===== config.mk =====
export PLATFORM = sky130hd
export DESIGN_NAME = mslr_ctrl
export DESIGN_NICKNAME = d
export VERILOG_FILES = /design/src/hdl/mslr_pkg.sv /design/src/hdl/mslr_ctrl.sv
export SDC_FILE = /design/constraint.sdc
export NUM_CORES = 1
export LEC_CHECK = 0
export BUFFER_PORTS_ARGS = -buffer_cell sky130_fd_sc_hd__clkbuf_2
export CAP_MARGIN = 20
export CORE_MARGIN = 10
export CORE_UTILIZATION = 45
export CTS_CLUSTER_SIZE = 20
export DETAILED_ROUTE_END_ITERATION = 7
export GPL_TIMING_DRIVEN = 0
export PLACE_DENSITY = 0.78
export SLEW_MARGIN = 15
export SYNTH_ARGS = -nofsm -noshare
export SYNTH_HDL_FRONTEND = slang
export SYNTH_SLANG_ARGS = --single-unit

===== constraint.sdc =====
create_clock -name clk_i -period 3.23 [get_ports clk_i]
set_input_delay 0.4845 -clock clk_i [delete_from_list [all_inputs] [get_ports clk_i]]
set_output_delay 0.4845 -clock clk_i [all_outputs]
set_load 0.01 [all_outputs]

===== src/hdl/mslr_pkg.sv =====
// Shared constants, datapath command and status types for the ranged LCG core.
package mslr_pkg;

  localparam int unsigned DataW = 32;
  localparam int unsigned DivCntW = 6;
  localparam int unsigned RecipShift = 48;

  localparam logic [DataW-1:0] LcgModulus = 32'h7FFF_FFFF;
  localparam logic [DataW-1:0] LcgZeroFix = 32'h7FFF_FFFE;
  localparam logic [DataW-1:0] LcgMult = 32'd16807;
  localparam logic [DataW-1:0] LcgQuot = 32'd127773;
  localparam logic [DataW-1:0] LcgRem = 32'd2836;
  // ceil(2^48 / 127773): exact quotient for every magnitude up to 2^31
  localparam logic [DataW-1:0] LcgRecip = 32'd2202930015;

  localparam logic [DivCntW-1:0] NarrowDivIters = 6'd31;

  localparam logic OpRaw = 1'b0;
  localparam logic OpRanged = 1'b1;

  typedef enum logic {
    DIV_SRC_CNT = 1'b0,
    DIV_SRC_VAL = 1'b1
  } div_src_e;

  typedef enum logic [1:0] {
    RES_SRC_RAW = 2'd0,
    RES_SRC_OFFSET = 2'd1,
    RES_SRC_WIDE = 2'd2
  } res_src_e;

  typedef struct packed {
    logic capture;
    logic div_start;
    div_src_e div_src;
    logic step_quo;
    logic step_rem;
    logic step_mul;
    logic step_fix;
    logic wide_mul;
    logic wide_quo;
    logic res_load;
    res_src_e res_src;
  } cmd_t;

  typedef struct packed {
    logic div_busy;
    logic opcode;
    logic wide;
  } sts_t;

endpackage


===== src/hdl/mslr_ctrl.sv =====
// Controller state machine: sequences step, scaling (wide multiply or divisions) and output transaction.
module mslr_ctrl (
  input  logic           clk_i,
  input  logic           rst_ni,
  input  logic           in_valid_i,
  output logic           in_ready_o,
  output logic           out_valid_o,
  input  logic           out_ready_i,
  input  mslr_pkg::sts_t sts_i,
  output mslr_pkg::cmd_t cmd_o
);
  import mslr_pkg::*;

  typedef enum logic [9:0] {
    ST_IDLE     = 10'b0000000001,
    ST_STEP_QUO = 10'b0000000010,
    ST_STEP_REM = 10'b0000000100,
    ST_STEP_MUL = 10'b0000001000,
    ST_STEP_FIX = 10'b0000010000,
    ST_WIDE_MUL = 10'b0000100000,
    ST_WIDE_QUO = 10'b0001000000,
    ST_CNT_DIV  = 10'b0010000000,
    ST_VAL_DIV  = 10'b0100000000,
    ST_FINISH   = 10'b1000000000
  } state_e;

  state_e state_q, state_d;
  logic   out_valid_q, out_valid_d;

  always_comb begin
    state_d = state_q;
    in_ready_o = 1'b0;
    cmd_o = '0;
    cmd_o.div_src = DIV_SRC_CNT;
    cmd_o.res_src = RES_SRC_RAW;
    case (state_q)
      ST_IDLE: begin
        in_ready_o = 1'b1;
        if (in_valid_i) begin
          cmd_o.capture = 1'b1;
          state_d = ST_STEP_QUO;
        end
      end
      ST_STEP_QUO: begin
        cmd_o.step_quo = 1'b1;
        state_d = ST_STEP_REM;
      end
      ST_STEP_REM: begin
        cmd_o.step_rem = 1'b1;
        state_d = ST_STEP_MUL;
      end
      ST_STEP_MUL: begin
        cmd_o.step_mul = 1'b1;
        state_d = ST_STEP_FIX;
      end
      ST_STEP_FIX: begin
        cmd_o.step_fix = 1'b1;
        if (sts_i.opcode == OpRaw) begin
          state_d = ST_FINISH;
        end else if (sts_i.wide) begin
          state_d = ST_WIDE_MUL;
        end else begin
          cmd_o.div_start = 1'b1;
          cmd_o.div_src = DIV_SRC_CNT;
          state_d = ST_CNT_DIV;
        end
      end
      ST_WIDE_MUL: begin
        cmd_o.wide_mul = 1'b1;
        state_d = ST_WIDE_QUO;
      end
      ST_WIDE_QUO: begin
        cmd_o.wide_quo = 1'b1;
        state_d = ST_FINISH;
      end
      ST_CNT_DIV: begin
        if (!sts_i.div_busy) begin
          cmd_o.div_start = 1'b1;
          cmd_o.div_src = DIV_SRC_VAL;
          state_d = ST_VAL_DIV;
        end
      end
      ST_VAL_DIV: begin
        if (!sts_i.div_busy) begin
          state_d = ST_FINISH;
        end
      end
      ST_FINISH: begin
        if (sts_i.opcode == OpRaw) begin
          cmd_o.res_src = RES_SRC_RAW;
        end else if (sts_i.wide) begin
          cmd_o.res_src = RES_SRC_WIDE;
        end else begin
          cmd_o.res_src = RES_SRC_OFFSET;
        end
        if (!out_valid_q || out_ready_i) begin
          cmd_o.res_load = 1'b1;
          state_d = ST_IDLE;
        end
      end
      default: begin
        state_d = ST_IDLE;
      end
    endcase
  end

  always_comb begin
    out_valid_d = out_valid_q;
    if (out_valid_q && out_ready_i) begin
      out_valid_d = 1'b0;
    end
    if (cmd_o.res_load) begin
      out_valid_d = 1'b1;
    end
  end

  always_ff @(posedge clk_i or negedge rst_ni) begin
    if (!rst_ni) begin
      state_q <= ST_IDLE;
      out_valid_q <= 1'b0;
    end else begin
      state_q <= state_d;
      out_valid_q <= out_valid_d;
    end
  end

  assign out_valid_o = out_valid_q;

endmodule

==> impl_metrics.env <==
export IMPL_avgSynthCellArea_um2=9.316
export IMPL_antenna_found_initial=0
export IMPL_drtPass1Iterations=4
export IMPL_start_util=0.4960
export IMPL_multi_input_area_um2=460.4
export IMPL_cap_viol_max_count=0
export IMPL_vdd_drop_max_mv=0.4332
export IMPL_die_h_um=61.45
export IMPL_min_path_type="in2async"
export IMPL_worstSetupPathType="reg2out"
export IMPL_core_mm2=0.001559
export IMPL_hold_viol=0
export IMPL_timing_fmax_mhz=425.9
export IMPL_track_usage=0.1050
export IMPL_hpwl_mm=1.459
export IMPL_slew_viol_final=0
export IMPL_routabilityCongestion=0.7792
export IMPL_drtAntennaViolNets=0
export IMPL_max_slew_margin=0.7110
export IMPL_synth_seq_cells=11
export IMPL_cts_root_buffer="clkbuf_4"
export IMPL_status="completed"
export IMPL_dieArea_mm2=0.003776
export IMPL_yosys_warnings=0
export IMPL_cp_required_ps=2750
export IMPL_routed_wl_mm=1.805
export IMPL_syn_nets=90
export IMPL_clkTransAtPathRegs_ps=70
export IMPL_die_x_um=61.45
export IMPL_cts_resized_gates=0
export IMPL_crit_path_max_fanout=5
export IMPL_grt_pass1_wl_mm=3.015
export IMPL_cp_end_kind="output port"
export IMPL_p_leak_nw=0.4645
export IMPL_fill_cells=142
export IMPL_rows=14
export IMPL_cp_start_kind="flip-flop"
export IMPL_tritoncts="yes"
export IMPL_p_per_area_mw_per_mm2=571.1
export IMPL_port_buffers=20
export IMPL_hold_buffers=0
export IMPL_seqCellArea_um2=276.5
export IMPL_finalClockSkew_ps=1.182
export IMPL_clockBufferDepth=2
export IMPL_grt_pass1_vias=673
export IMPL_nets=115
export IMPL_max_slew_worst_pin_slew_ps=430.2
export IMPL_synth_area_um2=773.2
export IMPL_post_drt_wl_per_cell_um=14.67
export IMPL_grt_max_degree=12
export IMPL_fin_cells=123
export IMPL_overflow=0
export IMPL_clock_sinks=11
export IMPL_ctsHtreeMaxLevel=1
export IMPL_yosysSeqAreaShare=0.3576
export IMPL_finalCriticalPeriod_ps=2348
export IMPL_synth_cell_types=34
export IMPL_r2r_cells=5
export IMPL_finalSetupViolCount=0
export IMPL_cts_buffers_inserted=3
export IMPL_viasPerCell=5.707
export IMPL_grt_setup_unrepaired="false"
export IMPL_drc_errors=0
export IMPL_vias=702
export IMPL_period_share=0.7270
export IMPL_post_cts_buffers=0
export IMPL_antenna_cells=0
export IMPL_drive_gt1_frac=0.3084
export IMPL_pin_count=21
export IMPL_drt_iter0_drc=10
export IMPL_dpl_cell_count=119
export IMPL_syn2layout_area_growth_pct=18.93
export IMPL_arrival_ps=1860
export IMPL_clk_insertion_delay_late_ps=270
export IMPL_finalSetupTns_ps=0
export IMPL_synth_cells=83
==> cell type report <==
class | count | share of cell area
multi-input cells | 66 | 0.5007
well taps | 16 | 0.02177
repair buffers | 20 | 0.1088
inverters | 2 | 0.008163
plain buffers | 4 | 0.03129
flip-flops and latches | 11 | 0.3007
clock buffers | 4 | 0.02857
==> layout by cell type, fill, tap and decap left out, drive strengths merged, types with 2 or more instances in the layout <==
cell type	netlist	layout
clkbuf	0	24
dfrtp	10	10
a21o	3	3
nand2	4	4
o21ai	4	4
o31ai	2	2
and2	2	2
nor4bb	2	2
nor3b	3	3
nor4b	6	6
inv	2	2
xor2	3	3
buf	4	4
nor2	15	15
nand3b	2	2
nor2b	3	3
nand3	5	5
==> registers in the layout, indices dropped and copies added (netlist names) <==
register and count:
out_valid_o 1, state_q 10
==> power breakdown <==
part	internal [W]	switching [W]	total (W)	leakage, nW
clock	0.0000479	0.0000496	0.0000975	0.0150
sequential	0.000161	0.0000311	0.000192	0.149
combinational	0.000109	0.000127	0.000236	0.301
==> final timing paths <==
kind                                        startpoint                     end  slack [ps]
worst min-delay path                            rst_ni  state_q[7]$_DFFE_PN0P_          80
min in group clk_i                            sts_i[0]  state_q[5]$_DFFE_PN0P_         450
worst max register to register  state_q[8]$_DFFE_PN0P_  state_q[8]$_DFFE_PN0P_        1660
worst max-delay path            state_q[2]$_DFFE_PN0P_               cmd_o[10]         880
worst min register to register  state_q[4]$_DFFE_PN0P_  state_q[6]$_DFFE_PN0P_         570
max in group asynchronous                       rst_ni  state_q[0]$_DFFE_PN1P_        2880
==> logic make-up (layout without fill, tap and decap cells) <==
group,count (synthesis),in the layout,synth area share
flops,11,11,0.3576
buf+inv,6,30,0.04693
simple gates,48,48,0.4304
xor+xnor,4,4,0.04532
compound gates,14,14,0.1197
==> per-stage QoR <==
| step | utilization | area [um^2] | hold slack [ps] | power [W] | worst slack [ps] |
|---|---|---|---|---|---|
| 5_1_grt | 0.5899 | 919.6 | 91.47 | 0.0005621 | 716.4 |
| 3_5_place_dp | 0.5730 | 893.4 | 383.3 | 0.0004324 | 1147 |
| 4_1_cts | 0.5899 | 919.6 | 91.74 | 0.0005275 | 852.3 |
| 3_3_place_gp | 0.5730 | 893.4 | 376.2 | 0.0004280 | 1205 |
| 2_1_floorplan | - | 773.2 | 188.9 | 0.0003709 | 1287 |
| 6_report | 0.5899 | 919.6 | 77.08 | 0.0005252 | 881.8 |
==> cell usage after synthesis <==
library cell   n  area [um^2]
a21o_1         3        22.52
a21oi_1        1        5.000
a22oi_1        1        7.510
a31oi_1        1        6.260
and2_1         2        12.51
and3_1         1        6.260
buf_2          2        10.01
buf_4          1        7.510
buf_6          1        11.26
dfrtp_1       10        250.2
dfstp_2        1        26.28
inv_1          2        7.510
nand2_1        3        11.26
nand2_4        1        11.26
nand2b_1       1        6.260
nand3_1        5        25.02
nand3b_1       2        15.01
nand4_1        1        6.260
nor2_1        15        56.30
nor2b_1        3        18.77
nor3_1         1        5.000
nor3b_1        3        22.52
nor4_4         1        21.27
nor4b_1        3        26.28
nor4b_2        1        15.01
nor4b_4        2        47.55
nor4bb_1       2        20.02
o21ai_0        4        20.02
o22ai_1        1        6.260
o31ai_1        2        15.01
o32a_1         1        10.01
or2_1          1        6.260
xnor2_1        1        8.760
xor2_1         3        26.28
==> worst max-delay path, cell delays in order, from the launching register on <==
cell	delay [ps]
dfrtp_1	440
nor4_4	430
nand2_4	140
nor4b_4	320
or2_1	140
clkbuf_2	130
==> per-layer routing <==
metal	wire length, um	GRT usage	vias to the layer above
li1	-	-	346
met1	801	0.1208	330
met2	870	0.1731	21
met3	97	0.03498	5
met4	34	0.04777	0
met5	0	0	-
Note: power is estimated with default switching activity, not from simulation.
